[src/sv/cacarb_pkg.sv]
// ----------------------------------------------------------------------------
// cacarb_pkg
// Shared types, codes and helpers for the CAN address-claim arbiter.
// ----------------------------------------------------------------------------
package cacarb_pkg;

  localparam int PORTS_DEFAULT = 2;
  localparam int QUEUE_DEPTH   = 2;
  localparam int CFG_IDX_W     = 3;

  localparam logic [7:0] ADDR_NULL       = 8'd254;
  localparam logic [7:0] ADDR_GLOBAL     = 8'd255;
  localparam logic [7:0] RANGE_START_RST = 8'd128;
  localparam logic [7:0] RANGE_END_RST   = 8'd247;

  typedef enum logic [1:0] {
    MODE_START   = 2'd0,
    MODE_CLAIM   = 2'd1,
    MODE_REQUEST = 2'd2,
    MODE_UNUSED  = 2'd3
  } mode_t;

  typedef enum logic [CFG_IDX_W-1:0] {
    CFG_SYNC   = 3'd0,
    CFG_NAME0  = 3'd1,
    CFG_NAME1  = 3'd2,
    CFG_START0 = 3'd3,
    CFG_END0   = 3'd4,
    CFG_START1 = 3'd5,
    CFG_END1   = 3'd6
  } cfg_idx_t;

  // One decoded item waiting for the output side.
  typedef struct packed {
    logic       multi;   // sync mode: one beat per port, port 0 first
    logic       name0;   // sync mode: every beat carries the port 0 NAME
    logic       port;    // port of the single beat
    logic [7:0] addr_a;  // held address of the single beat, or of port 0
    logic [7:0] addr_b;  // held address of port 1 (sync only)
    logic       filt;
    logic [7:0] faddr;
    logic       store;
  } job_t;

  // Number of addresses in a range; empty when the end is below the start.
  function automatic logic [8:0] span(input logic [7:0] first, input logic [7:0] final_a);
    logic [8:0] s;
    if (final_a < first) begin
      s = 9'd0;
    end else begin
      s = {1'b0, final_a} - {1'b0, first} + 9'd1;
    end
    return s;
  endfunction

endpackage

[src/sv/cacarb_in_if.sv]
// ----------------------------------------------------------------------------
// cacarb_in_if
// Event channel: start claim, received claim or request for claims.
// ----------------------------------------------------------------------------
interface cacarb_in_if;
  logic        valid;
  logic        ready;
  logic [1:0]  mode;
  logic        port;
  logic [7:0]  address;
  logic [63:0] their_name;

  modport source (output valid, mode, port, address, their_name, input ready);
  modport sink   (input valid, mode, port, address, their_name, output ready);
endinterface

[src/sv/cacarb_out_if.sv]
// ----------------------------------------------------------------------------
// cacarb_out_if
// Result channel: address claim messages and filter updates.
// ----------------------------------------------------------------------------
interface cacarb_out_if;
  logic        valid;
  logic        ready;
  logic        claim_port;
  logic [7:0]  claim_source;
  logic [63:0] claim_name;
  logic        cannot_claim;
  logic        filter_update;
  logic [7:0]  filter_address;
  logic        store_address;
  logic        last;

  modport source (output valid, claim_port, claim_source, claim_name, cannot_claim,
                  filter_update, filter_address, store_address, last, input ready);
  modport sink   (input valid, claim_port, claim_source, claim_name, cannot_claim,
                  filter_update, filter_address, store_address, last, output ready);
endinterface

[src/sv/cacarb_front.sv]
// ----------------------------------------------------------------------------
// cacarb_front
// Config registers, per-port address state and claim arbitration.
// ----------------------------------------------------------------------------
module cacarb_front #(
  parameter int PORTS = cacarb_pkg::PORTS_DEFAULT
) (
  input  logic                            clk,
  input  logic                            rst_n,
  cacarb_in_if.sink                       in_bus,
  input  logic                            cfg_we,
  input  logic [cacarb_pkg::CFG_IDX_W-1:0] cfg_index,
  input  logic [63:0]                     cfg_data,
  output cacarb_pkg::job_t                job,
  output logic                            push,
  input  logic                            full,
  output logic [PORTS-1:0][63:0]          names
);

  logic                  sync_r,  sync_nxt;
  logic [PORTS-1:0][63:0] name_r,  name_nxt;
  logic [PORTS-1:0][7:0]  start_r, start_nxt;
  logic [PORTS-1:0][7:0]  end_r,   end_nxt;
  logic [PORTS-1:0][7:0]  addr_r,  addr_nxt;
  logic [PORTS-1:0][8:0]  rem_r,   rem_nxt;

  logic        fire, port_ok, c, lose, selfcfg, match, wrap;
  logic [7:0]  cur, cstart, cend, step, stepped, na;
  logic [63:0] cname;
  logic [8:0]  crem;
  cacarb_pkg::mode_t mode;

  assign mode         = cacarb_pkg::mode_t'(in_bus.mode);
  assign in_bus.ready = !full;
  assign fire         = in_bus.valid && !full;
  assign port_ok      = (PORTS > 1) || !in_bus.port;
  assign c            = sync_r ? 1'b0 : in_bus.port;
  assign names        = name_r;

  // arbitration view of port c
  always_comb begin
    cur    = addr_r[0];
    cname  = name_r[0];
    cstart = start_r[0];
    cend   = end_r[0];
    crem   = rem_r[0];
    for (int i = 0; i < PORTS; i++) begin
      if (i == int'(c)) begin
        cur    = addr_r[i];
        cname  = name_r[i];
        cstart = start_r[i];
        cend   = end_r[i];
        crem   = rem_r[i];
      end
    end
  end

  assign step    = cur + 8'd1;
  assign wrap    = (step > cend) || (step < cstart);
  assign stepped = wrap ? cstart : step;
  assign lose    = cname >= in_bus.their_name;
  assign selfcfg = cname[63] && (crem != 9'd0);
  assign na      = selfcfg ? stepped : cacarb_pkg::ADDR_NULL;
  assign match   = (in_bus.address != cacarb_pkg::ADDR_NULL) && (in_bus.address == cur);

  always_comb begin
    sync_nxt  = sync_r;
    name_nxt  = name_r;
    start_nxt = start_r;
    end_nxt   = end_r;
    addr_nxt  = addr_r;
    rem_nxt   = rem_r;
    push      = 1'b0;
    job       = '0;

    // config writes; a range write reloads the count
    if (cfg_we) begin
      if (cfg_index == cacarb_pkg::CFG_SYNC) begin
        sync_nxt = cfg_data[0];
      end
      for (int i = 0; i < PORTS; i++) begin
        if (cfg_index == ((i == 0) ? cacarb_pkg::CFG_NAME0 : cacarb_pkg::CFG_NAME1)) begin
          name_nxt[i] = cfg_data;
        end
        if (cfg_index == ((i == 0) ? cacarb_pkg::CFG_START0 : cacarb_pkg::CFG_START1)) begin
          start_nxt[i] = cfg_data[7:0];
          rem_nxt[i]   = cacarb_pkg::span(cfg_data[7:0], end_r[i]);
        end
        if (cfg_index == ((i == 0) ? cacarb_pkg::CFG_END0 : cacarb_pkg::CFG_END1)) begin
          end_nxt[i] = cfg_data[7:0];
          rem_nxt[i] = cacarb_pkg::span(start_r[i], cfg_data[7:0]);
        end
      end
    end

    job.multi = sync_r;
    job.name0 = sync_r;
    job.port  = c;
    if (fire && port_ok) begin
      unique case (mode)
        cacarb_pkg::MODE_START: begin
          push      = 1'b1;
          job.multi = 1'b0;
          job.port  = in_bus.port;
          for (int i = 0; i < PORTS; i++) begin
            if (i == int'(in_bus.port)) begin
              addr_nxt[i] = (in_bus.address == cacarb_pkg::ADDR_GLOBAL) ?
                            cacarb_pkg::ADDR_NULL : in_bus.address;
            end
          end
        end
        cacarb_pkg::MODE_CLAIM: begin
          if (match) begin
            push = 1'b1;
            if (lose) begin
              job.filt  = 1'b1;
              job.faddr = selfcfg ? stepped : cacarb_pkg::ADDR_GLOBAL;
              job.store = selfcfg && !c;
              for (int i = 0; i < PORTS; i++) begin
                if (sync_r || (i == int'(c))) begin
                  addr_nxt[i] = na;
                end
                if (selfcfg && (i == int'(c))) begin
                  rem_nxt[i] = crem - 9'd1;
                end
              end
            end
          end
        end
        cacarb_pkg::MODE_REQUEST: begin
          push = 1'b1;
        end
        cacarb_pkg::MODE_UNUSED: begin
          push = 1'b0;
        end
        default: begin
          push = 1'b0;
        end
      endcase
    end

    // beats carry the addresses as they stand after this item
    job.addr_a = addr_nxt[0];
    job.addr_b = addr_nxt[0];
    for (int i = 0; i < PORTS; i++) begin
      if (!job.multi && (i == int'(job.port))) begin
        job.addr_a = addr_nxt[i];
      end
      if (i == 1) begin
        job.addr_b = addr_nxt[i];
      end
    end
  end

  always_ff @(posedge clk) begin
    if (!rst_n) begin
      sync_r <= 1'b0;
      for (int i = 0; i < PORTS; i++) begin
        name_r[i]  <= '0;
        start_r[i] <= cacarb_pkg::RANGE_START_RST;
        end_r[i]   <= cacarb_pkg::RANGE_END_RST;
        addr_r[i]  <= cacarb_pkg::ADDR_NULL;
        rem_r[i]   <= cacarb_pkg::span(cacarb_pkg::RANGE_START_RST,
                                       cacarb_pkg::RANGE_END_RST);
      end
    end else begin
      sync_r  <= sync_nxt;
      name_r  <= name_nxt;
      start_r <= start_nxt;
      end_r   <= end_nxt;
      addr_r  <= addr_nxt;
      rem_r   <= rem_nxt;
    end
  end

`ifndef SYNTH
  a_rem_bound: assert property (@(posedge clk) disable iff (!rst_n)
    rem_r[0] <= 9'd256)
    else $error("front: address count above range size");

  a_push_room: assert property (@(posedge clk) disable iff (!rst_n)
    push |-> !full)
    else $error("front: item decoded into a full queue");
`endif

endmodule

[src/sv/cacarb_fifo.sv]
// ----------------------------------------------------------------------------
// cacarb_fifo
// Short job queue between the arbitration and output sides.
// ----------------------------------------------------------------------------
module cacarb_fifo #(
  parameter int DEPTH = cacarb_pkg::QUEUE_DEPTH
) (
  input  logic             clk,
  input  logic             rst_n,
  input  logic             push,
  input  cacarb_pkg::job_t din,
  input  logic             pop,
  output cacarb_pkg::job_t dout,
  output logic             empty,
  output logic             full
);

  localparam int PW = (DEPTH > 1) ? $clog2(DEPTH) : 1;
  localparam int CW = $clog2(DEPTH + 1);

  cacarb_pkg::job_t     mem_r [DEPTH];
  logic [PW-1:0]        wr_ptr_r, wr_ptr_nxt;
  logic [PW-1:0]        rd_ptr_r, rd_ptr_nxt;
  logic [CW-1:0]        cnt_r,    cnt_nxt;

  assign empty = (cnt_r == CW'(0));
  assign full  = (cnt_r == CW'(DEPTH));
  assign dout  = mem_r[rd_ptr_r];

  always_comb begin
    wr_ptr_nxt = wr_ptr_r;
    rd_ptr_nxt = rd_ptr_r;
    cnt_nxt    = cnt_r;
    if (push) begin
      wr_ptr_nxt = (wr_ptr_r == PW'(DEPTH - 1)) ? '0 : wr_ptr_r + PW'(1);
    end
    if (pop) begin
      rd_ptr_nxt = (rd_ptr_r == PW'(DEPTH - 1)) ? '0 : rd_ptr_r + PW'(1);
    end
    if (push && !pop) begin
      cnt_nxt = cnt_r + CW'(1);
    end else if (pop && !push) begin
      cnt_nxt = cnt_r - CW'(1);
    end
  end

  always_ff @(posedge clk) begin
    if (!rst_n) begin
      wr_ptr_r <= '0;
      rd_ptr_r <= '0;
      cnt_r    <= '0;
    end else begin
      wr_ptr_r <= wr_ptr_nxt;
      rd_ptr_r <= rd_ptr_nxt;
      cnt_r    <= cnt_nxt;
    end
  end

  always_ff @(posedge clk) begin
    if (push) begin
      mem_r[wr_ptr_r] <= din;
    end
  end

`ifndef SYNTH
  a_cnt_bound: assert property (@(posedge clk) disable iff (!rst_n)
    cnt_r <= CW'(DEPTH))
    else $error("fifo: occupancy above depth");
`endif

endmodule

[src/sv/cacarb_back.sv]
// ----------------------------------------------------------------------------
// cacarb_back
// Expands queued jobs into claim beats through one output register.
// ----------------------------------------------------------------------------
module cacarb_back #(
  parameter int PORTS = cacarb_pkg::PORTS_DEFAULT
) (
  input  logic                   clk,
  input  logic                   rst_n,
  input  cacarb_pkg::job_t       head,
  input  logic                   head_valid,
  output logic                   pop,
  input  logic [PORTS-1:0][63:0] names,
  cacarb_out_if.source           out_bus
);

  logic        out_valid_r;
  logic        idx_r, idx_nxt;
  logic        load, two, is_last, p, np;
  logic [7:0]  addr;
  logic [63:0] name;

  logic        claim_port_r;
  logic [7:0]  claim_source_r;
  logic [63:0] claim_name_r;
  logic        cannot_claim_r;
  logic        filter_update_r;
  logic [7:0]  filter_address_r;
  logic        store_address_r;
  logic        last_r;

  assign two     = head.multi && (PORTS > 1);
  assign load    = head_valid && (!out_valid_r || out_bus.ready);
  assign is_last = !two || idx_r;
  assign pop     = load && is_last;
  assign p       = head.multi ? idx_r : head.port;
  assign np      = head.name0 ? 1'b0 : p;
  assign addr    = (head.multi && idx_r) ? head.addr_b : head.addr_a;
  assign idx_nxt = load ? !is_last : idx_r;

  always_comb begin
    name = names[0];
    for (int i = 0; i < PORTS; i++) begin
      if (i == int'(np)) begin
        name = names[i];
      end
    end
  end

  always_ff @(posedge clk) begin
    if (!rst_n) begin
      out_valid_r <= 1'b0;
      idx_r       <= 1'b0;
    end else begin
      idx_r <= idx_nxt;
      if (load) begin
        out_valid_r <= 1'b1;
      end else if (out_bus.ready) begin
        out_valid_r <= 1'b0;
      end
    end
  end

  always_ff @(posedge clk) begin
    if (load) begin
      claim_port_r     <= p;
      claim_source_r   <= addr;
      claim_name_r     <= name;
      cannot_claim_r   <= (addr == cacarb_pkg::ADDR_NULL);
      filter_update_r  <= head.filt;
      filter_address_r <= head.filt ? head.faddr : 8'd0;
      store_address_r  <= head.store && !p;
      last_r           <= is_last;
    end
  end

  assign out_bus.valid          = out_valid_r;
  assign out_bus.claim_port     = claim_port_r;
  assign out_bus.claim_source   = claim_source_r;
  assign out_bus.claim_name     = claim_name_r;
  assign out_bus.cannot_claim   = cannot_claim_r;
  assign out_bus.filter_update  = filter_update_r;
  assign out_bus.filter_address = filter_address_r;
  assign out_bus.store_address  = store_address_r;
  assign out_bus.last           = last_r;

`ifndef SYNTH
  a_pair_order: assert property (@(posedge clk) disable iff (!rst_n)
    out_bus.valid && out_bus.ready && !out_bus.last
    |=> out_bus.valid && out_bus.last && out_bus.claim_port)
    else $error("back: sync pair not followed by port 1 final beat");

  a_step_addr: assert property (@(posedge clk) disable iff (!rst_n)
    out_bus.valid && out_bus.filter_update &&
    (out_bus.filter_address != cacarb_pkg::ADDR_GLOBAL)
    |-> out_bus.claim_source == out_bus.filter_address)
    else $error("back: stepped claim source differs from filter address");
`endif

endmodule

[src/sv/can_address_claim_arbiter.sv]
// ----------------------------------------------------------------------------
// can_address_claim_arbiter
// Address-claim arbiter for up to two CAN ports.
// ----------------------------------------------------------------------------
//
//  channel  | dir | handshake          | beat contents
//  ---------+-----+--------------------+-------------------------------------
//  in_bus   | in  | valid/ready        | mode, port, address, their_name
//  out_bus  | out | valid/ready        | claim msg, filter update, store, last
//  cfg_*    | in  | cfg_we, no ready   | cfg_index, cfg_data (64 bits)
//
//  An event beat is taken whenever the job queue has room, one per cycle.
//  Arbitration and the address/count update finish in the accept cycle.
//  Output: one beat per cycle while out_bus.ready is high, single register;
//  sync claims/requests make two beats, other results one, no result none.
//  Output stalls back up through the 2-deep job queue to in_bus.ready.
//  Reset is synchronous (rst_n low); state is usable the next cycle.
//
// Front: config registers, per-port address and remaining-count state, NAME
// compare and address step. It queues a job holding the addresses after the
// update, so later events can change state before the beats go out.
// Back: walks a job into one or two beats, port 0 first in sync mode.
// ----------------------------------------------------------------------------
module can_address_claim_arbiter #(
  parameter int PORTS = cacarb_pkg::PORTS_DEFAULT
) (
  input  logic                             clk,
  input  logic                             rst_n,
  cacarb_in_if.sink                        in_bus,
  cacarb_out_if.source                     out_bus,
  input  logic                             cfg_we,
  input  logic [cacarb_pkg::CFG_IDX_W-1:0] cfg_index,
  input  logic [63:0]                      cfg_data
);

  cacarb_pkg::job_t       job_in;
  cacarb_pkg::job_t       job_head;
  logic                   job_push;
  logic                   job_pop;
  logic                   q_empty;
  logic                   q_full;
  logic [PORTS-1:0][63:0] names;

  // arbitration side
  cacarb_front #(.PORTS(PORTS)) u_front (
    .clk       (clk),
    .rst_n     (rst_n),
    .in_bus    (in_bus),
    .cfg_we    (cfg_we),
    .cfg_index (cfg_index),
    .cfg_data  (cfg_data),
    .job       (job_in),
    .push      (job_push),
    .full      (q_full),
    .names     (names)
  );

  // decouples event accept from output stalls
  cacarb_fifo #(.DEPTH(cacarb_pkg::QUEUE_DEPTH)) u_fifo (
    .clk   (clk),
    .rst_n (rst_n),
    .push  (job_push),
    .din   (job_in),
    .pop   (job_pop),
    .dout  (job_head),
    .empty (q_empty),
    .full  (q_full)
  );

  // beats; NAMEs read live: user must write config only when idle (unchecked)
  cacarb_back #(.PORTS(PORTS)) u_back (
    .clk        (clk),
    .rst_n      (rst_n),
    .head       (job_head),
    .head_valid (!q_empty),
    .pop        (job_pop),
    .names      (names),
    .out_bus    (out_bus)
  );

endmodule

[src/flat_wrapper.sv]
// flat-port wrapper written by rule: the top's interface ports become plain ports
module can_address_claim_arbiter_flat 
#(
  parameter int PORTS = cacarb_pkg::PORTS_DEFAULT
)
  (clk, rst_n, cfg_we, cfg_index, cfg_data, in_bus_valid, in_bus_mode, in_bus_port, in_bus_address, in_bus_their_name, in_bus_ready, out_bus_valid, out_bus_claim_port, out_bus_claim_source, out_bus_claim_name, out_bus_cannot_claim, out_bus_filter_update, out_bus_filter_address, out_bus_store_address, out_bus_last, out_bus_ready);
  cacarb_in_if in_bus_i ();
  cacarb_out_if out_bus_i ();
  input  logic clk;
  input  logic rst_n;
  input  logic cfg_we;
  input  logic [cacarb_pkg::CFG_IDX_W-1:0] cfg_index;
  input  logic [63:0] cfg_data;
  input wire logic [$bits(in_bus_i.valid)-1:0] in_bus_valid;
  input wire logic [$bits(in_bus_i.mode)-1:0] in_bus_mode;
  input wire logic [$bits(in_bus_i.port)-1:0] in_bus_port;
  input wire logic [$bits(in_bus_i.address)-1:0] in_bus_address;
  input wire logic [$bits(in_bus_i.their_name)-1:0] in_bus_their_name;
  output wire logic [$bits(in_bus_i.ready)-1:0] in_bus_ready;
  output wire logic [$bits(out_bus_i.valid)-1:0] out_bus_valid;
  output wire logic [$bits(out_bus_i.claim_port)-1:0] out_bus_claim_port;
  output wire logic [$bits(out_bus_i.claim_source)-1:0] out_bus_claim_source;
  output wire logic [$bits(out_bus_i.claim_name)-1:0] out_bus_claim_name;
  output wire logic [$bits(out_bus_i.cannot_claim)-1:0] out_bus_cannot_claim;
  output wire logic [$bits(out_bus_i.filter_update)-1:0] out_bus_filter_update;
  output wire logic [$bits(out_bus_i.filter_address)-1:0] out_bus_filter_address;
  output wire logic [$bits(out_bus_i.store_address)-1:0] out_bus_store_address;
  output wire logic [$bits(out_bus_i.last)-1:0] out_bus_last;
  input wire logic [$bits(out_bus_i.ready)-1:0] out_bus_ready;
  assign in_bus_i.valid = in_bus_valid;
  assign in_bus_i.mode = in_bus_mode;
  assign in_bus_i.port = in_bus_port;
  assign in_bus_i.address = in_bus_address;
  assign in_bus_i.their_name = in_bus_their_name;
  assign in_bus_ready = in_bus_i.ready;
  assign out_bus_valid = out_bus_i.valid;
  assign out_bus_claim_port = out_bus_i.claim_port;
  assign out_bus_claim_source = out_bus_i.claim_source;
  assign out_bus_claim_name = out_bus_i.claim_name;
  assign out_bus_cannot_claim = out_bus_i.cannot_claim;
  assign out_bus_filter_update = out_bus_i.filter_update;
  assign out_bus_filter_address = out_bus_i.filter_address;
  assign out_bus_store_address = out_bus_i.store_address;
  assign out_bus_last = out_bus_i.last;
  assign out_bus_i.ready = out_bus_ready;
  can_address_claim_arbiter #(.PORTS(PORTS)) u_core (.clk(clk), .rst_n(rst_n), .in_bus(in_bus_i), .out_bus(out_bus_i), .cfg_we(cfg_we), .cfg_index(cfg_index), .cfg_data(cfg_data));
endmodule
[config.mk]
export PLATFORM = sky130hd
export DESIGN_NAME = can_address_claim_arbiter_flat
export DESIGN_NICKNAME = d
export VERILOG_FILES = /design/src/sv/cacarb_pkg.sv /design/src/sv/cacarb_in_if.sv /design/src/sv/cacarb_out_if.sv /design/src/sv/cacarb_front.sv /design/src/sv/cacarb_fifo.sv /design/src/sv/cacarb_back.sv /design/src/sv/can_address_claim_arbiter.sv /design/src/flat_wrapper.sv
export SDC_FILE = /design/constraint.sdc
export NUM_CORES = 1
export LEC_CHECK = 0
export BUFFER_PORTS_ARGS = -buffer_cell sky130_fd_sc_hd__clkbuf_2
export CAP_MARGIN = 25
export CORE_UTILIZATION = 25
export DETAILED_ROUTE_END_ITERATION = 16
export SETUP_SLACK_MARGIN = 0.05
export SYNTH_ARGS = -nofsm -noshare
export SYNTH_HDL_FRONTEND = slang
export SYNTH_SLANG_ARGS = --single-unit
export TNS_END_PERCENT = 20
[constraint.sdc]
create_clock -name clk -period 8.8 [get_ports clk]
set_input_delay 0.88 -clock clk [delete_from_list [all_inputs] [get_ports clk]]
set_output_delay 0.88 -clock clk [all_outputs]
set_load 0.02 [all_outputs]
After elaboration in Yosys (flattened, before gate mapping)
Memory sizes are Yosys's and may differ from the RTL's. A register that Yosys moved wholly into a read port is not among the register bits.
Index checks and enable logic that the tools add are counted.
{"block": "totals", "input_bits": 147, "wordCells": 162, "reg_bits": 286, "ram_bits": 58, "memories": 1, "out_inout_bits": 87}
{"memory": "u_core.u_fifo.mem_r", "words": 2, "width": 29, "read_ports": 1, "rd_clocked_by_memory_dff": 1, "wr": 1, "line": "cacarb_fifo.sv:21", "source": "cacarb_pkg::job_t mem_r [DEPTH];"}
{"block": "op_classes", "n_bitwise": 1, "reduce_logical": 42, "addsub": 14, "muxes": 59, "order_cmp": 7, "n_eq_ne": 14}
{"operator": "two-way mux 64 bit", "n": 2}
{"operator": "two-way mux 8 bit", "n": 13}
{"operator": "two-way mux 9 bit", "n": 11}
{"operator": "two-way mux 18 bit", "n": 5}
{"operator": "greater-or-equal comparator 64 bit", "n": 1}
{"operator": "two-way mux 16 bit", "n": 3}
{"operator": "less-than comparator 8 bit", "n": 5}
{"operator": "two-way mux 10 bit", "n": 4}
{"operator": "adder 9 x 1 -> 9 bit (second input constant)", "n": 4}
{"operator": "subtractor 8 x 8 -> 9 bit", "n": 4}
{"operator": "one-hot mux 16 bit (2 select lines)", "n": 1}
{"operator": "two-way mux 1 bit", "n": 17}
{"operator": "== test 8 bit (second input constant)", "n": 2}
{"operator": "AND reduction 2 bit", "n": 7}
{"operator": "logical AND 1 bit", "n": 13}
{"operator": "zero test 1 bit", "n": 10}
{"operator": "== test 3 bit (second input constant)", "n": 3}
{"operator": "nonzero test 9 bit", "n": 1}
{"operator": "subtractor 9 x 1 -> 9 bit (second input constant)", "n": 1}
{"operator": "adder 8 x 1 -> 8 bit (second input constant)", "n": 1}
{"operator": "== test 8 bit", "n": 1}
{"operator": "greater-than comparator 8 bit", "n": 1}
{"operator": "inequality test 8 bit (second input constant)", "n": 1}
{"operator": "== test 2 bit (second input constant)", "n": 3}
{"operator": "14 further kinds", "n": 23}

Logic depth before layout (Yosys ltp)
Gate-level depths: netlist of the first run.
{"block": "logic_depth", "ltp_word": 13, "ltp_mapped": 23, "ltp_nobuf": 16}

Cells and area by module
A second synthesis of the first run with hierarchy kept.
{"block": "hier_totals", "cells_unflattened": 2208, "hier_area_um2": 19946.6}
{"mod": "cacarb_front", "n_inst": 1, "cells_each": 1899, "area_per_inst_um2": 13734.4, "seq_area_each_um2": 3903.7}
{"mod": "cacarb_back", "n_inst": 1, "cells_each": 196, "area_per_inst_um2": 3900.0, "seq_area_each_um2": 2592.5}
{"mod": "cacarb_fifo", "n_inst": 1, "cells_each": 112, "area_per_inst_um2": 2308.5, "seq_area_each_um2": 1841.8}
{"mod": "can_address_claim_arbiter", "n_inst": 1, "cells_each": 1, "area_per_inst_um2": 3.8, "seq_area_each_um2": 0.0}

Least setup slack after synthesis of the first run
OpenSTA, ideal clock, no wires.
{"block": "synth_path", "path_type": "input to register", "startpoint": "input out_bus_ready", "endpoint": "register u_core.u_fifo.cnt_r[1]", "t_arrival_ns": 5.913, "setup_ns": 0.070, "setup_slack_ns": 2.816, "required_ns": 8.730, "cell_stages": 7, "cell_sequence": "nor2b_1 -> nor2_1 -> nand2_1 -> ha_1 -> xor2_1 -> or3_1 -> a21oi_1"}
{"block": "synth_between", "elab_chain_len": 6, "word_cells_on_any_way": 8}
{"item": "start, declared", "line": "flat_wrapper.sv:29", "source": "input wire logic [$bits(out_bus_i.ready)-1:0] out_bus_ready;"}
{"item": "logical OR 1 bit *", "line": "cacarb_back.sv:33", "source": "assign load = head_valid && (!out_valid_r || out_bus.ready);"}
{"item": "logical AND 1 bit *", "line": "cacarb_back.sv:33"}
{"item": "named net u_core.u_back.load", "line": "cacarb_back.sv:19", "source": "logic load, two, is_last, p, np;"}
{"item": "logical AND 1 bit *", "line": "cacarb_back.sv:35", "source": "assign pop = load && is_last;"}
{"item": "zero test 1 bit", "line": "cacarb_fifo.sv:40", "source": "if (push && !pop) begin"}
{"item": "logical AND 1 bit", "line": "cacarb_fifo.sv:40"}
{"item": "two-way mux 2 bit / nonzero test 2 bit (equally long branches)"}
{"item": "end signal, assigned", "line": "cacarb_fifo.sv:55", "source": "cnt_r <= cnt_nxt;"}
{"item": "end, declared", "line": "cacarb_fifo.sv:24", "source": "logic [CW-1:0] cnt_r, cnt_nxt;"}
The timed path passes the listed nets; every way through them passes the cells marked *.
A chain may end at the register's enable or synchronous reset.

==> metrics.csv, run 1 <==
metric;value;unit
status;complete, no violations;
post-CTS setup repair buffer count;0;
count of cell types in the netlist;85;
placed cells;3393;
Worst Hold Class;flop to flop;
post-synthesis sequential area ratio;42.4;%
final hold slack;0.454;ns
Root Driver;clkbuf_16;
Final WS setup;2.91;ns
power per cell area;218;mW/mm2
GRT overflow;0;
RSZ-0062 raised after global routing;no;
Least-Margin Pin Slew;1.16;ns
critical path peak fanout;61;
pin count of the biggest net entering global routing;102;
total chip power;5.04;mW
Post-synth EDFFs;143;
initial antenna violation count;9;
Leak;9.73;nW
Slew HR;22.5;%
maximum clock path buffer count;3;
setup TNS;0;ns
Mapped Nets;2521;
fin cells;3466;
fin util;29.8;%
DRT Pass-1 Iters;7;
Final Max Slew Viols;0;
# resized after CTS;0;
Placer Congestion;0.897;
routed len/inst;17.9;um
period utilization;66.9;%
# nets final;2705;
Worst Path Required;9.16;ns
vias in the first global route;15600;
Seq cells post-synth;345;
commonest non-fill, non-tap cell in the layout;nand2_1;
dominant synthesized flop cell;dfxtp_1;
DR vias;16400;
CTS tree;yes;
post-synthesis instance total;2210;
post-DP HPWL;44400;um
final non-filler cell area;0.0231;mm2
P&R area growth vs syn;17.8;%
Post-DRT Antenna Nets;0;
worst-skew pair later-pin latency;0.57;ns
io pins;234;
DRC Markers;0;
GRT Util Overall;15.2;%
IO Port Bufs;233;
final wirelength;61900;um
Placed Area;0.0218;mm2
Crit Path Class;flop to flop;
CORE AREA;0.0776;mm2
global-route wire length before repair;93100;um
synthesized area per cell;8.89;um2
post-synthesis cell area;0.0197;mm2
CTS buffer count;39;
Yosys warnings;0;
clk sink count;345;
commonest non-fill, non-tap cells in the layout;nand2_1, a21oi_1, clkbuf_2, dfxtp_1, ha_1;
ys async rst share;0;%
hold buffers post-CTS;0;
peak supply drop;0.164;mV
fmax;170;MHz
Rows;102;
CP Data Arrival Time;6.25;ns
Die ar.;0.0797;mm2
Worst setup EP type;flop;
vias per inst;4.74;
Initial Util;25.3;%
Worst-path clk slew;0.06;ns
worst clock skew;0.0228;ns
crit path time final;5.89;ns
Hold Vio Cnt, Final;0;
width of the die;282;um
Setup Slack @ Placement;2.50;ns
layout cells sized above 1;16.9;%
Max Cap Violations;0;
Die Span Y;282;um
Setup Viol. Count Final;0;
CTS H-Tree Depth;2;
initial drt markers;1399;
startpoint types;flop;
[layout make-up]
class	instances	area, um2
timing repair buffer	244	1250
tap	1040	1300
antenna	1	2.50
inverter	147	562
clock inverter	15	206
fill	8274	54500
sequential	345	8340
multi-input combinational	1617	10400
clock buffer	57	1090
[registers in the layout, summed over array words and instances (netlist names), 2 cells and up, named ones only]
signal                                flops
u_core.u_back.out_bus.claim_name         64
u_core.u_back.out_bus.claim_source        8
u_core.u_back.out_bus.filter_address      8
u_core.u_fifo.cnt_r                       2
u_core.u_fifo.mem_r                      58
u_core.u_front.addr_r                    16
u_core.u_front.end_r                     16
u_core.u_front.names                    128
u_core.u_front.rem_r                     18
u_core.u_front.start_r                   16
[layer usage]
| layer | GRT usage (%) | part of all wire [%] | up-vias |
|---|---|---|---|
| li1 | - | - | 8046 |
| met1 | 19.6 | 43 | 7752 |
| met2 | 25.8 | 48 | 509 |
| met3 | 2.59 | 6.3 | 90 |
| met4 | 4.56 | 2.4 | 16 |
| met5 | 0 | 0.13 | - |
[critical path, cell delays in order (launching register included)]
cell,delay [ns]
dfxtp_1,0.60
nand2b_4,0.75
buf_4,0.76
nand2_1,0.12
nand2_1,0.10
ha_1,0.23
a211oi_1,0.23
nor2_1,0.07
a2111oi_0,0.52
o21ai_0,0.35
a211oi_2,0.76
a21oi_4,0.20
o21ai_1,0.42
nor2_1,0.17
a311oi_1,0.34
[kinds of logic (layout without fill, tap and decap cells)]
kind of cell	count (synthesis)	count (layout)	synth area share (%)
other cells	0	1	0
compound gates	484	484	15.5
mux	115	115	6.82
flops	345	345	42.4
simple gates	810	810	17.2
buf+inv	248	463	4.95
fa+ha+maj	164	164	11.1
xor+xnor	44	44	1.96
[synth_stat cells (5+ instances only)]
cell type,number,area share (%)
a221oi_1,5,0.22
xnor2_1,25,1.1
o21bai_1,12,0.46
buf_1,9,0.17
a221o_1,6,0.31
nor2_1,114,2.2
a22oi_1,17,0.65
edfxtp_1,143,22
dfxtp_1,202,21
a22o_1,15,0.67
nand4_1,16,0.51
a211o_1,5,0.22
mux4_2,8,0.92
a211oi_2,5,0.32
nor3_1,18,0.46
a21o_1,19,0.73
clkbuf_1,80,1.5
a211oi_1,13,0.50
mux2_2,67,3.8
nand3_1,25,0.64
o22ai_1,8,0.25
mux2i_1,39,2.0
a31oi_1,10,0.32
and3_1,8,0.25
a21oi_1,236,6.0
xor2_1,19,0.85
o21ai_0,51,1.3
nand2b_1,15,0.48
inv_1,145,2.8
fa_1,16,1.6
nand2_1,564,11
buf_2,8,0.20
nor2b_1,9,0.29
ha_1,148,9.4
o41ai_1,5,0.22
and2_1,8,0.25
o211a_1,5,0.25
o211ai_1,32,1.2
[path summary, 6_finish.rpt]
kind / start / endpoint / slack [ns] / cells past startpoint
setup reg to reg: u_core.u_front.sync_r$_SDFFE_PN0P_ / u_core.u_fifo.mem_r[0][18]$_DFFE_PP_ / 2.91 / 14
hold / removal: u_core.u_front.start_r[14]$_SDFFE_PN0P_ / u_core.u_front.start_r[14]$_SDFFE_PN0P_ / 0.45 / 2
setup / recovery: u_core.u_front.sync_r$_SDFFE_PN0P_ / u_core.u_fifo.mem_r[0][18]$_DFFE_PP_ / 2.91 / 14
hold reg to reg: u_core.u_front.start_r[14]$_SDFFE_PN0P_ / u_core.u_front.start_r[14]$_SDFFE_PN0P_ / 0.45 / 2
[power breakdown]
part	internal [mW]	total [mW]	switching (mW)
Combinational	0.404	1.28	0.872
Clock	0.990	1.68	0.693
Sequential	1.98	2.08	0.100
Total	3.37	5.04	1.67
Note: power is estimated with default switching activity, not from simulation.
==> inputs of run 2 (changes only) <==
Settings changed: ABC_AREA set to 1.
Clock period 8.8 ns to 6.15 ns, I/O delays scaled along.
==> run 2 against run 1 <==
Power grew 46%. Critical path depth up 7. Cell area is 0.59% lower. Combinational power rose by 59%.
==> metrics.csv, run 2 <==
metric;value;unit
status;complete, no violations;
r2r setup slk;1.67;ns
ranking of synthesized cells by area;edfxtp_1, dfxtp_1, ha_1, o21ai_0, nand2_1;
P_int;4.75;mW
# nets final;2938;
fmax;223;MHz
DRC Markers;0;
dominant synthesized flop cell;dfxtp_1;
hold buffers post-CTS;0;
post-synthesis instance total;2444;
Post-DRT Antenna Nets;0;
Setup Slack @ Placement;1.13;ns
Sequential Power Share;40.5;%
hold path depth;3;
count of cell types in the netlist;56;
Comb power frac;27.7;%
P&R area growth vs syn;18.0;%
worst reg2reg startpoint;u_core.u_front.sync_r$_SDFFE_PN0P_;
post-synthesis mux area share;0.462;%
RSZ-0062 raised after global routing;no;
initial antenna violation count;12;
power per cell area;319;mW/mm2
clk sink count;345;
Die ar.;0.0791;mm2
critical path peak fanout;87;
vias in the first global route;15700;
Worst-path clk slew;0.06;ns
CP Data Arrival Time;4.90;ns
final hold slack;0.290;ns
post-synthesis sequential area ratio;42.8;%
Max Cap Violations;0;
post-DP HPWL;43100;um
Worst setup EP type;flop;
Slew HR;34.6;%
R2R Path End;u_core.u_fifo.mem_r[0][21]$_DFFE_PP_;
most frequent cell after synthesis;nand2_1;
final wirelength;58600;um
initial drt markers;1146;
Setup Viol. Count Final;0;
filler instances;8274;
# resized after CTS;0;
global-route wire length before repair;89300;um
CTS tree;yes;
Synth Area in Compound Gates;17.7;%
Final Max Slew Viols;0;
DRT Pass-1 Iters;5;
commonest non-fill, non-tap cell in the layout;nand2_1;
crit path time final;4.48;ns
Root Driver;clkbuf_16;
Clk pwr share;31.8;%
Simple-Gate Fraction of Synth Area;18.0;%
Yosys top cell area share;22.0;%
vias per inst;4.52;
Worst Hold Class;primary input to flop;
Mapped Nets;2755;
Final WS setup;1.67;ns
pin count of the biggest net entering global routing;88;
CTS H-Tree Depth;2;
Hold Path Sink;u_core.u_front.names[29]$_SDFFE_PN0P_;
Rows;102;
peak supply drop;0.200;mV
worst clock skew;0.0253;ns
post-synthesis cell area;0.0195;mm2
Least-Margin Pin Slew;0.980;ns
io pins;234;
IO Port Bufs;233;
top cells by count, synth;nand2_1, o21ai_0, inv_1;
worst-skew pair later-pin latency;0.56;ns
maximum clock path buffer count;3;
hold wc startpoint;cfg_data[29];
Leak;10.3;nW
width of the die;281;um
Crit Path Class;flop to flop;
post-CTS setup repair buffer count;0;
NetSw;2.59;mW
layout cells sized above 1;14.5;%
setup TNS;0;ns
Adder-Cell Fraction of Synth Area;11.1;%
max FFs per register;128;
DR vias;16700;
largest family of logic cells by synthesized area;simple AND/OR/NAND/NOR gates;
commonest non-fill, non-tap cells in the layout;nand2_1, o21ai_0, inv_1, clkbuf_2, dfxtp_1;
Placed Area;0.0217;mm2
period utilization;72.9;%
Post-Synth XOR/XNOR Area;1.48;%
Hold Vio Cnt, Final;0;
Initial Util;25.2;%
worst-case reg-to-reg path depth;21;
Post-synth EDFFs;143;
startpoint types;flop;
ys async rst share;0;%
routed len/inst;15.8;um
CORE AREA;0.0773;mm2
synthesized area per cell;7.98;um2
GRT Util Overall;14.5;%
Worst Path Required;6.56;ns
CTS buffer count;39;
Die Span Y;281;um
GRT overflow;0;
Yosys top cell by area;edfxtp_1;
Yosys warnings;0;
switch share;35.2;%
Seq cells post-synth;345;
final non-filler cell area;0.0230;mm2
Placer Congestion;0.910;
==> run 2: cell types whose count changed after synthesis, sizes merged, moves of 16 or more <==
| cell | previous run | this run |
|---|---|---|
| a21o | 19 | 3 |
| o21ai | 54 | 376 |
| a21oi | 238 | 198 |
| a22oi | 17 | 1 |
| nor2 | 115 | 209 |
| mux2 | 68 | 0 |
| a211oi | 19 | 3 |
| mux2i | 39 | 9 |
| nand3 | 26 | 79 |
| inv | 146 | 315 |
| nand2 | 565 | 473 |
==> run 2: how the worst max path moves through the flow <==
stage                                  startpoint                                   end
6_report       u_core.u_front.sync_r$_SDFFE_PN0P_  u_core.u_fifo.mem_r[0][21]$_DFFE_PP_
5_1_grt        u_core.u_front.sync_r$_SDFFE_PN0P_  u_core.u_fifo.mem_r[1][21]$_DFFE_PP_
4_1_cts        u_core.u_front.sync_r$_SDFFE_PN0P_  u_core.u_fifo.mem_r[0][21]$_DFFE_PP_
3_5_place_dp                          in_bus_port  u_core.u_fifo.mem_r[1][25]$_DFFE_PP_
3_3_place_gp                          in_bus_port  u_core.u_fifo.mem_r[0][19]$_DFFE_PP_
2_1_floorplan                         in_bus_port  u_core.u_fifo.mem_r[0][22]$_DFFE_PP_
==> run 2: power groups by stage <==
stage                     Combinational (mW)  Clock [mW]  Sequential, mW
after floorplan                         1.03           0            3.31
after global placement                  2.05           0            3.02
after detailed placement                2.06           0            3.02
after CTS                               2.06        2.42            2.97
after global routing                    2.25        2.50            3.00
final                                   2.03        2.33            2.97
==> run 2: final cells by class <==
class | instances | area, um2 | share of cell area (%)
timing repair buffer | 250 | 1330 | 5.77
sequential | 345 | 8340 | 36.2
inverter | 319 | 1200 | 5.23
multi-input combinational | 1672 | 9560 | 41.6
tap | 1040 | 1300 | 5.66
clock inverter | 17 | 170 | 0.740
clock buffer | 55 | 1100 | 4.77
antenna | 3 | 7.51 | 0.0326
==> run 2: critical path: stages, from the launching register on <==
cell	delay, ns
dfxtp_1	0.43
inv_2	0.14
nand2_8	0.39
buf_4	0.46
o21ai_0	0.28
ha_1	0.38
nand2_1	0.10
nor3_1	0.25
nand2_1	0.13
nor2_1	0.13
nand4_1	0.09
nand3_1	0.35
nand2_2	0.16
nor2_4	0.29
inv_2	0.11
a21oi_1	0.13
nand2_1	0.07
nand2_1	0.06
nand2_1	0.06
nand2_1	0.12
nand2_1	0.06
nand2_1	0.10
==> run 2: metrics by stage <==
step | utilization [%] | instances | power (mW)
floorplan | - | 2444 | 4.34
global placement | 28.1 | 3623 | 5.06
detailed placement | 28.1 | 3624 | 5.08
CTS | 29.7 | 3696 | 7.45
global route | 29.7 | 3701 | 7.75
finish | 29.7 | 3701 | 7.33
==> run 2: metal layers <==
| layer | share of wire [%] | track usage, % | vias up |
|---|---|---|---|
| li1 | - | - | 8521 |
| met1 | 44 | 18.6 | 7657 |
| met2 | 46 | 24.2 | 439 |
| met3 | 6.1 | 2.77 | 111 |
| met4 | 3.1 | 5.14 | 16 |
| met5 | 0.16 | 0 | - |
==> run 2: logic make-up after synthesis <==
logic type | after synthesis
multiplexers | 9
AND/OR/NAND/NOR | 818
AO/OA/AOI/OAI | 649
adder cells (fa/ha/maj) | 164
buffers and inverters | 427
flip-flops | 345
XOR/XNOR | 32
==> inputs of run 3 (changes only) <==
Clock period 6.15 ns to 4.5 ns, I/O delays scaled along.
==> run 3 against run 2 <==
Die area stayed put. Clock-buffer cell count stayed put. Clock skew is 0.0061 ns higher. Clock power is 41% higher. Sequential share of layout area is 0.26 points lower. Non-clock buffer count is 15 higher. Final cell count is 0.35% higher. Fmax is 11% higher. Combinational power is 38% higher. Flip-flop and latch count stayed put. Power is 39% higher. Wire length is 1.4% higher.
==> metrics.csv, run 3 (synthesis gave the netlist of run 2 again) <==
metric;value;unit
status;complete, no violations;
hold buffers post-CTS;0;
GRT overflow;0;
crit path time final;4.04;ns
post-DP HPWL;43500;um
GRT Util Overall;14.7;%
period utilization;89.8;%
peak supply drop;0.243;mV
Worst Hold Class;primary input to flop;
io pins;234;
vias in the first global route;15900;
Worst Path Required;4.92;ns
initial antenna violation count;11;
Crit Path Class;flop to flop;
critical path peak fanout;60;
Post-DRT Antenna Nets;0;
Max Cap Violations;0;
fmax;247;MHz
final non-filler cell area;0.0232;mm2
power per cell area;439;mW/mm2
Final Max Slew Viols;0;
Setup Viol. Count Final;0;
CORE AREA;0.0773;mm2
post-CTS setup repair buffer count;0;
DRC Markers;0;
Worst setup EP type;flop;
IO Port Bufs;233;
startpoint types;flop;
layout cells sized above 1;15.0;%
pin count of the biggest net entering global routing;113;
Placed Area;0.0218;mm2
commonest non-fill, non-tap cells in the layout;nand2_1, o21ai_0, inv_1, clkbuf_2, dfxtp_1;
worst clock skew;0.0314;ns
setup TNS;0;ns
Leak;10.3;nW
Placer Congestion;0.910;
global-route wire length before repair;91200;um
Least-Margin Pin Slew;0.952;ns
CTS H-Tree Depth;2;
routed len/inst;16.0;um
Critical Path Max Stage Delay;0.44;ns
vias per inst;4.53;
total chip power;10.2;mW
Rows;102;
CTS buffer count;38;
worst-skew pair later-pin latency;0.57;ns
worst path cell trace;inv_2, nand2_8, buf_12, o21ai_0, ha_1, nand2_1, nor2_1, nand4_1, nor3_1, nand2_1, nand2_1, nand2_1, nand3_1, nand2_2, nor2_4, inv_2, a21oi_1, nand2_1, nand2_1, nand2_1, nand2_1, nand2_1, nand2_1;
maximum clock path buffer count;3;
Crit path top cell by count;nand2_1;
RSZ-0062 raised after global routing;no;
max FFs per register;128;
Initial Util;25.2;%
hold path depth;3;
worst-case reg-to-reg path depth;23;
Buf/Inv on CP;3;
clk sink count;345;
DR vias;16800;
commonest non-fill, non-tap cell in the layout;nand2_1;
CTS tree;yes;
Crit path max-delay family;simple AND/OR/NAND/NOR gates;
total number of cells along the worst setup path;23;
final wirelength;59400;um
# resized after CTS;0;
Hold Vio Cnt, Final;0;
DRT Pass-1 Iters;6;
Die Span Y;281;um
CP Data Arrival Time;4.46;ns
# nets final;2952;
width of the die;281;um
critical path's slowest cell;nor3_1;
Root Driver;clkbuf_16;
initial drt markers;1141;
Slew HR;36.5;%
Worst-path clk slew;0.06;ns
P&R area growth vs syn;18.8;%
Die ar.;0.0791;mm2
## run 3: cell count changes in the layout (fill, tap and decap cells not counted), moves of 2 or more
cell	delta
clkbuf_1	-2
clkbuf_8	+2
clkinvlp_4	+2
buf_4	+13
inv_6	-3
## run 3: metrics by stage
stage / setup WS, ns / util (%) / hold slack [ns] / instances
2_1_floorplan: 0.337 / - / 0.426 / 2444
3_3_place_gp: 0.314 / 28.2 / 0.436 / 3639
3_5_place_dp: 0.302 / 28.2 / 0.453 / 3640
4_1_cts: 0.425 / 29.9 / 0.103 / 3710
5_1_grt: 0.0927 / 30.0 / 0.130 / 3713
6_report: 0.458 / 30.0 / 0.140 / 3714
## run 3: area by class of cell
| cell class | count | area (um2) |
|---|---|---|
| diodes | 3 | 7.51 |
| clock buffers | 55 | 1110 |
| clock inverters | 15 | 190 |
| fillers | 8292 | 54200 |
| inverters | 319 | 1200 |
| multi-input cells | 1672 | 9550 |
| flip-flops and latches | 345 | 8340 |
| well taps | 1040 | 1300 |
| repair buffers | 265 | 1470 |
## run 3: per-layer routing
layer / vias up / track usage [%] / share of wire [%]
li1: 8546 / - / -
met1: 7748 / 19.1 / 45
met2: 424 / 25.0 / 47
met3: 92 / 2.51 / 5.6
met4: 18 / 4.17 / 2.1
met5: - / 0 / 0.18
## run 3: worst register-to-register path, cell delays in order, from the launching register on
cell and delay, ns:
dfxtp_1 0.37, inv_2 0.11, nand2_8 0.21, buf_12 0.30, o21ai_0 0.12, ha_1 0.30, nand2_1 0.06, nor2_1 0.14
nand4_1 0.11, nor3_1 0.44, nand2_1 0.11, nand2_1 0.09, nand2_1 0.05, nand3_1 0.29, nand2_2 0.16, nor2_4 0.27
inv_2 0.12, a21oi_1 0.16, nand2_1 0.07, nand2_1 0.07, nand2_1 0.06, nand2_1 0.12, nand2_1 0.06, nand2_1 0.10
## run 3: worst paths after layout
kind / to / start / slack [ns]
max: u_core.u_fifo.mem_r[1][25]$_DFFE_PP_ / u_core.u_front.sync_r$_SDFFE_PN0P_ / 0.46
min: u_core.u_front.names[33]$_SDFFE_PN0P_ / cfg_data[33] / 0.14
max reg2reg: u_core.u_fifo.mem_r[1][25]$_DFFE_PP_ / u_core.u_front.sync_r$_SDFFE_PN0P_ / 0.46
min reg2reg: flop / u_core.u_fifo.rd_ptr_r$_SDFFE_PN0P_ / 0.45
## run 3: power by group
group / internal, mW / switching, mW
combinational: 0.791 / 2.02
clock: 1.90 / 1.38
sequential: 3.89 / 0.193
